$ cat config.mk
export PLATFORM = sky130hd
export DESIGN_NAME = three_channel_prescaled_timer_unit
export DESIGN_NICKNAME = d
export VERILOG_FILES = /design/src/rtl/tcpt_pkg.sv /design/src/rtl/three_channel_prescaled_timer_unit.sv
export SDC_FILE = /design/constraint.sdc
export NUM_CORES = 1
export LEC_CHECK = 0
export CORE_ASPECT_RATIO = 0.7
export CORE_MARGIN = 1
export CORE_UTILIZATION = 55
export CTS_BUF_LIST = sky130_fd_sc_hd__clkbuf_8
export CTS_CLUSTER_SIZE = 10
export DETAILED_ROUTE_END_ITERATION = 8
export DONT_BUFFER_PORTS = 1
export GPL_TIMING_DRIVEN = 0
export PLACE_DENSITY = 0.78
export SYNTH_ARGS = -nofsm -noshare
export SYNTH_HDL_FRONTEND = slang
export SYNTH_SLANG_ARGS = --single-unit
$ cat constraint.sdc
create_clock -name clk_i -period 3.7 [get_ports clk_i]
set_input_delay 0.74 -clock clk_i [delete_from_list [all_inputs] [get_ports clk_i]]
set_output_delay 0.74 -clock clk_i [all_outputs]
set_load 0.05 [all_outputs]
$ cat src/rtl/tcpt_pkg.sv
// Package for the three-channel prescaled timer unit
// Holds timer indexes, register indexes, widths and the target decode function
// No dependencies
package tcpt_pkg;

  // prescaler division ratio for the two slow timers
  localparam int unsigned PrescaleDiv = 8;
  localparam int unsigned PrescaleW   = 4;

  // timer geometry
  localparam int unsigned NumTimers = 3;
  localparam int unsigned StageW    = 9;
  localparam int unsigned OutCntW   = 4;

  // timer positions in the enable and fired masks
  localparam int unsigned TimerSlowA = 0;
  localparam int unsigned TimerSlowB = 1;
  localparam int unsigned TimerFast  = 2;

  // configuration register indexes
  typedef enum logic [1:0] {
    CfgTimerEnable = 2'd0,
    CfgTargetSlowA = 2'd1,
    CfgTargetSlowB = 2'd2,
    CfgTargetFast  = 2'd3
  } cfg_idx_e;

  typedef logic [StageW-1:0]  stage_t;
  typedef logic [OutCntW-1:0] out_cnt_t;

  // reset value of a target register (256)
  localparam stage_t TargetReset = stage_t'(9'h100);

  // a target register value of zero stands for 256
  function automatic stage_t eff_target(input stage_t raw);
    stage_t res;
    res = (raw == '0) ? TargetReset : raw;
    return res;
  endfunction

endpackage

$ cat src/rtl/three_channel_prescaled_timer_unit.sv
// Top level of the three-channel prescaled timer unit
// Depends on tcpt_pkg for widths, indexes and the target decode
//
// Three interval timers: the fast timer steps on every tick, the two slow
// timers step when a shared prescaler wraps after eight ticks. Each enabled
// timer counts up to its target (register value 0 means 256), then clears
// and bumps its 4-bit wrapping output counter. One transaction is accepted
// per clock unless a stalled result blocks, a rate set by the single update
// of the timer state registers; its result is presented in the cycle after
// acceptance from an output register, and a new transaction is taken while
// the previous result waits as long as out_ready_i frees that register in
// the same cycle. Configuration writes take effect on the next clock.
module three_channel_prescaled_timer_unit (
  input  logic        clk_i,
  input  logic        rst_ni,
  // configuration write port
  input  logic        cfg_we_i,
  input  logic [1:0]  cfg_idx_i,
  input  logic [8:0]  cfg_wdata_i,
  // input channel
  input  logic        in_valid_i,
  output logic        in_ready_o,
  input  logic        tick_i,
  // output channel
  output logic        out_valid_o,
  input  logic        out_ready_i,
  output logic [3:0]  out_count_a_o,
  output logic [3:0]  out_count_b_o,
  output logic [3:0]  out_count_fast_o,
  output logic [2:0]  fired_mask_o
);

  localparam int unsigned NT = tcpt_pkg::NumTimers;

  // configuration registers
  logic [NT-1:0]        enable_q;
  tcpt_pkg::stage_t     target_q [NT];

  // timer state
  logic [tcpt_pkg::PrescaleW-1:0] prescale_q, prescale_d;
  tcpt_pkg::stage_t     stage_q  [NT];
  tcpt_pkg::stage_t     stage_d  [NT];
  tcpt_pkg::out_cnt_t   outcnt_q [NT];
  tcpt_pkg::out_cnt_t   outcnt_d [NT];
  logic [NT-1:0]        fired_d;

  // output register
  logic                 out_valid_q;
  tcpt_pkg::out_cnt_t   res_cnt_q [NT];
  logic [NT-1:0]        res_fired_q;

  logic                 accept;
  logic                 wrap;
  logic [NT-1:0]        step;
  logic [tcpt_pkg::PrescaleW:0] pre_inc;

  assign in_ready_o = !out_valid_q || out_ready_i;
  assign accept     = in_valid_i && in_ready_o;

  // prescaler next value and step strobes
  assign pre_inc = {1'b0, prescale_q} + 1'b1;
  assign wrap    = pre_inc >= (tcpt_pkg::PrescaleW + 1)'(tcpt_pkg::PrescaleDiv);

  always_comb begin
    prescale_d = prescale_q;
    if (tick_i) begin
      prescale_d = wrap ? '0 : pre_inc[tcpt_pkg::PrescaleW-1:0];
    end
    step = '0;
    step[tcpt_pkg::TimerFast]  = tick_i;
    step[tcpt_pkg::TimerSlowA] = tick_i && wrap;
    step[tcpt_pkg::TimerSlowB] = tick_i && wrap;
  end

  // per-timer count, compare and output counter update
  always_comb begin
    tcpt_pkg::stage_t nxt;
    for (int t = 0; t < NT; t++) begin
      nxt         = stage_q[t] + 1'b1;
      stage_d[t]  = stage_q[t];
      outcnt_d[t] = outcnt_q[t];
      fired_d[t]  = 1'b0;
      if (step[t] && enable_q[t]) begin
        if (nxt >= tcpt_pkg::eff_target(target_q[t])) begin
          stage_d[t]  = '0;
          outcnt_d[t] = outcnt_q[t] + 1'b1;
          fired_d[t]  = 1'b1;
        end else begin
          stage_d[t]  = nxt;
        end
      end
    end
  end

  // configuration registers
  always_ff @(posedge clk_i or negedge rst_ni) begin
    if (!rst_ni) begin
      enable_q <= '0;
      for (int t = 0; t < NT; t++) begin
        target_q[t] <= tcpt_pkg::TargetReset;
      end
    end else if (cfg_we_i) begin
      case (tcpt_pkg::cfg_idx_e'(cfg_idx_i))
        tcpt_pkg::CfgTimerEnable: enable_q <= cfg_wdata_i[NT-1:0];
        tcpt_pkg::CfgTargetSlowA: target_q[tcpt_pkg::TimerSlowA] <= cfg_wdata_i;
        tcpt_pkg::CfgTargetSlowB: target_q[tcpt_pkg::TimerSlowB] <= cfg_wdata_i;
        tcpt_pkg::CfgTargetFast:  target_q[tcpt_pkg::TimerFast]  <= cfg_wdata_i;
        default: ;
      endcase
    end
  end

  // timer state, updated on each accepted transaction
  always_ff @(posedge clk_i or negedge rst_ni) begin
    if (!rst_ni) begin
      prescale_q <= '0;
      for (int t = 0; t < NT; t++) begin
        stage_q[t]  <= '0;
        outcnt_q[t] <= '0;
      end
    end else if (accept) begin
      prescale_q <= prescale_d;
      for (int t = 0; t < NT; t++) begin
        stage_q[t]  <= stage_d[t];
        outcnt_q[t] <= outcnt_d[t];
      end
    end
  end

  // output valid
  always_ff @(posedge clk_i or negedge rst_ni) begin
    if (!rst_ni) begin
      out_valid_q <= 1'b0;
    end else if (in_ready_o) begin
      out_valid_q <= in_valid_i;
    end
  end

  // output payload
  always_ff @(posedge clk_i) begin
    if (accept) begin
      for (int t = 0; t < NT; t++) begin
        res_cnt_q[t] <= outcnt_d[t];
      end
      res_fired_q <= fired_d;
    end
  end

  assign out_valid_o      = out_valid_q;
  assign out_count_a_o    = res_cnt_q[tcpt_pkg::TimerSlowA];
  assign out_count_b_o    = res_cnt_q[tcpt_pkg::TimerSlowB];
  assign out_count_fast_o = res_cnt_q[tcpt_pkg::TimerFast];
  assign fired_mask_o     = res_fired_q;

`ifndef SYNTH
  // an idle transaction never reports a fired timer
  a_idle_no_fire: assert property (@(posedge clk_i) disable iff (!rst_ni)
    (accept && !tick_i) |=> (out_valid_o && fired_mask_o == '0))
    else $error("fired bit set on idle transaction");

  // slow timers fire only when the prescaler wraps
  a_slow_on_wrap: assert property (@(posedge clk_i) disable iff (!rst_ni)
    (accept && !wrap) |=> (fired_mask_o[tcpt_pkg::TimerSlowA] == 1'b0 &&
                           fired_mask_o[tcpt_pkg::TimerSlowB] == 1'b0))
    else $error("slow timer fired without prescaler wrap");

  // prescaler stays below its division ratio
  a_prescale_range: assert property (@(posedge clk_i) disable iff (!rst_ni)
    prescale_q < tcpt_pkg::PrescaleW'(tcpt_pkg::PrescaleDiv))
    else $error("prescaler out of range");

  // a fired fast timer leaves its stage count at zero
  a_fast_clear: assert property (@(posedge clk_i) disable iff (!rst_ni)
    (accept && fired_d[tcpt_pkg::TimerFast]) |=> (stage_q[tcpt_pkg::TimerFast] == '0))
    else $error("fast stage count not cleared after firing");
`endif

endmodule

==> flow_results.org <==
** Synthesis
- After synthesis the netlist holds a flip-flop and latch count of 89.
- Warnings from Yosys :: 0
- The synthesized design contains 15 enable-type register cells.
- In the synthesized netlist the dominant register cell turns out to be sky130_fd_sc_hd__dfrtp_1.
- The average instance in the mapped netlist occupies 10.8 um2.
- By area the synthesized netlist is led by sky130_fd_sc_hd__dfrtp_1 36%, sky130_fd_sc_hd__edfxtp_1 9.0%, sky130_fd_sc_hd__ha_1 8.8%, sky130_fd_sc_hd__mux2_2 7.7%, sky130_fd_sc_hd__xor2_1 4.4%.
- The synthesized design devotes to its leading area cell type 35.6% of total area.
- Largest area contributor in the netlist :: sky130_fd_sc_hd__dfrtp_1
- After synthesis, the netlist uses 46 different library cells.
- Proportion of register bits with asynchronous set or reset after synthesis :: 83.1%
- Cell area after technology mapping :: 4990 um2
- Of the synthesized area, sequential elements account for 46.2%.
- When the netlist entered floorplanning its net count stood at 514.
- Cells after Synth :: 462
- The most common cell in the synthesized netlist is sky130_fd_sc_hd__dfrtp_1.
- Most instantiated cells after synthesis :: 71 x sky130_fd_sc_hd__dfrtp_1, 51 x sky130_fd_sc_hd__nand2_1, 36 x sky130_fd_sc_hd__inv_1, 35 x sky130_fd_sc_hd__ha_1, 34 x sky130_fd_sc_hd__mux2_2

** Worst setup path
- Data required time of the critical path :: 3.98 ns
- The critical path is of the flip-flop to flip-flop type.
- CP arrival :: 3.70 ns
- Worst setup SP type :: flip-flop
- In this run the worst path has a maximum fanout of 10.
- Kind of capture point of the worst setup path :: flip-flop
- Worst r2r path cells :: 13

** Clock network
- TritonCTS built the clock tree.
- Number of CTS-inserted buffers :: 9
- In this run the post-CTS setup repair buffer count came out at 0.
- Num Clock Sinks :: 89
- Number of hold buffers added after cts :: 0
- Root buffer cell :: sky130_fd_sc_hd__clkbuf_8
- Clock latency on the worst-skew pair, taken at its later pin, is 0.37 ns.
- Clock-pin slew was measured on the worst setup and hold paths at 0.08 ns.
- In this run the number of H-tree levels came out at 3.
- PostCTS Resize Cnt :: 0
- The clock passes through at most 2 buffers.

** GRT
- The global routing stage identified its most utilized layer as met2.
- Met3 track demand over resource :: 7.31%
- Number of antenna violations at the first check in global routing :: 0
- Global route total overflow :: 0
- Met2 capacity usage during global routing :: 35.7%
- Entering global routing, the biggest net connects 75 pins.
- Global routing used 32.7% of the available met1 tracks.
- The first global-routing pass estimated 16800 um of wire.
- Vias in the first global route :: 3423
- Global routing used 23.5% of the available tracks across all layers.

** Detailed routing
- After detailed routing, the average wire length per cell comes to 16.7 um.
- Using the TritonRoute via totals, the vias-per-cell ratio works out to 5.75.
- For this block, the initial DRC count from the detailed router was 154.
- Wirelength, routed :: 9960 um
- For this run, the detailed router's first-pass iteration total came to 6.
- DRC violation count after routing :: 0
- Routed vias :: 3433
- In this run the remaining antenna-violating nets after routing total 0.

** Run status
- The flow ran to the end, and the final reports show no timing, DRC or antenna violations.

** Cells and area
- 0 antenna diodes ended up in the layout.
- Area grow syn2layout :: 6.92%
- The final layout contains 525 nets.
- Cells with a size suffix above 1 make up 18.0% of the layout.
- The count of cells in the finished layout, fillers not included, comes to 597.

** Timing
- For the pin with the worst max-slew slack, the measured transition is 0.831 ns.
- Adding up every negative setup slack in the final design gives 0 ns.
- Worst-case clock skew :: 0.00923 ns
- Setup repair after global routing left no endpoint under its margin.
- Timing-limited maximum frequency :: 293 MHz
- The worst path needs 3.42 ns of the cycle, external delays included.
- Setup violations remaining at the end of the flow were counted as 0.
- The number of max-slew violations in the final report came to 0.
- The final count of hold timing violations is 0.
- Worst relative slew slack :: 44.6%
- Across all hold checks on the routed design, the worst slack comes to 0.0492 ns.
- Of the available clock period, the critical path in the final layout requires 92.3%.

** Floorplan
- I/O pin cnt :: 34
- The floorplan step defined a core boundary enclosing 8620 um2.
- For this configuration, the core starts out at a cell density of 57.9%.
- The die covers 9470 um2.
- The die is 116 um wide.
- Chip height :: 81.7 um
- Core Rows :: 28

** Placed design
- At the end of routability-driven placement, the weighted congestion stood at 0.858.
- Number of instances in the placed design :: 582
- Number of input and output port buffers inserted :: 0
- Detailed placement ended at an HPWL of 7290 um.

** Pwr
- The worst-case IR drop observed on VDD is 233 uV.
- Power Dens Cells :: 486 nW/um2
- LEAKAGE :: 2.48 nW
- Overall power consumption after layout is estimated at 2.59 mW.

** Min path
- The path class of the tightest hold or removal check is primary input to asynchronous set/reset pin.

** Run
- The tool flagged a number of max-cap violations equal to 0.
==> cell type report <==
type	instances	area (um2)
clock buffers	11	151
fillers	730	3280
multi-input cells	321	2470
inverters	36	135
flip-flops and latches	89	2310
plain buffers	16	78.8
clock inverters	4	43.8
well taps	120	150
==> registers in the layout (all words and copies together), names as in the netlist <==
signal and flops:
stage_q 27, target_q 27, outcnt_q 12, res_cnt_q 12
prescale_q 4, enable_q 3, fired_mask_o 3, out_valid_o 1
==> worst max-delay path: stages, from the launching register on <==
cell and delay [ns]:
sky130_fd_sc_hd__dfrtp_1 0.45, sky130_fd_sc_hd__ha_1 0.25, sky130_fd_sc_hd__and3_1 0.25, sky130_fd_sc_hd__nand3_1 0.14
sky130_fd_sc_hd__or2_1 0.26, sky130_fd_sc_hd__xor2_1 0.17, sky130_fd_sc_hd__inv_1 0.06, sky130_fd_sc_hd__ha_1 0.30
sky130_fd_sc_hd__a21oi_1 0.16, sky130_fd_sc_hd__o21ai_0 0.13, sky130_fd_sc_hd__a41oi_2 0.34, sky130_fd_sc_hd__buf_2 0.29
sky130_fd_sc_hd__nand4_1 0.23, sky130_fd_sc_hd__o21ai_0 0.28
==> cell usage in the layout, fill, tap and decap left out, types with 3 or more instances in the layout <==
master                     count
sky130_fd_sc_hd__a211oi_2      6
sky130_fd_sc_hd__a21oi_1      20
sky130_fd_sc_hd__a21oi_2       5
sky130_fd_sc_hd__a31oi_1       6
sky130_fd_sc_hd__a32oi_1       3
sky130_fd_sc_hd__a41oi_2       3
sky130_fd_sc_hd__and2_1        3
sky130_fd_sc_hd__and3_1        8
sky130_fd_sc_hd__buf_2         9
sky130_fd_sc_hd__clkbuf_1      6
sky130_fd_sc_hd__clkbuf_8     11
sky130_fd_sc_hd__dfrtp_1      71
sky130_fd_sc_hd__dfstp_2       3
sky130_fd_sc_hd__edfxtp_1     15
sky130_fd_sc_hd__ha_1         35
sky130_fd_sc_hd__inv_1        37
sky130_fd_sc_hd__mux2_2       34
sky130_fd_sc_hd__nand2_1      51
sky130_fd_sc_hd__nand2b_1      5
sky130_fd_sc_hd__nand3_1      20
sky130_fd_sc_hd__nand3b_1      3
sky130_fd_sc_hd__nand4_1       8
sky130_fd_sc_hd__nor2_1        7
sky130_fd_sc_hd__nor2b_1       5
sky130_fd_sc_hd__nor4_1        6
sky130_fd_sc_hd__o21ai_0      11
sky130_fd_sc_hd__o21ai_1      11
sky130_fd_sc_hd__o22ai_1       5
sky130_fd_sc_hd__o31ai_1       6
sky130_fd_sc_hd__or3_1         5
sky130_fd_sc_hd__xnor2_1      10
sky130_fd_sc_hd__xor2_1       25
==> power breakdown <==
group	leakage [nW]	switching, mW	internal [mW]	total (mW)
combinational	1.29	0.318	0.249	0.567
clock	0.106	0.332	0.341	0.672
sequential	1.08	0.205	1.15	1.35
==> cells by family after synthesis <==
kind of cell             Yosys count  synth area share (%)
multiplexers                      36                  8.12
XOR/XNOR                          35                  6.14
adder cells (fa/ha/maj)           35                  8.77
buffers and inverters             52                  4.28
AO/OA/AOI/OAI                     83                  12.2
AND/OR/NAND/NOR                  132                  14.3
flip-flops                        89                  46.2
==> per-layer routing <==
layer	share of wire, %	vias up
met5	0	-
met4	1.2	0
met3	6.4	13
met2	44	84
met1	48	1670
li1	-	1666
==> per-stage QoR <==
stage	area, um2	util [%]	setup WS (ns)
after floorplan	4990	-	0.707
final	5340	61.9	0.285
after global routing	5340	61.9	0.0122
after CTS	5340	61.9	0.328
after global placement	5140	59.7	0.415
after detailed placement	5140	59.7	0.365
==> final timing paths <==
kind / start / endpoint / slack (ns)
max: stage_q[0]$_DFFE_PN0P_ / stage_q[0]$_DFFE_PN0P_ / 0.29
min: rst_ni / outcnt_q[2]$_DFFE_PN0P_ / 0.05
max reg2reg: stage_q[0]$_DFFE_PN0P_ / stage_q[0]$_DFFE_PN0P_ / 0.29
min reg2reg: outcnt_q[11]$_DFFE_PN0P_ / outcnt_q[11]$_DFFE_PN0P_ / 0.49
max in group asynchronous: rst_ni / target_q[26]$_DFFE_PN1P_ / 3.44
min in group clk_i: in_valid_i / out_valid_o$_DFFE_PN0N_ / 0.47
No activity file was read; power rests on OpenSTA's default activity.
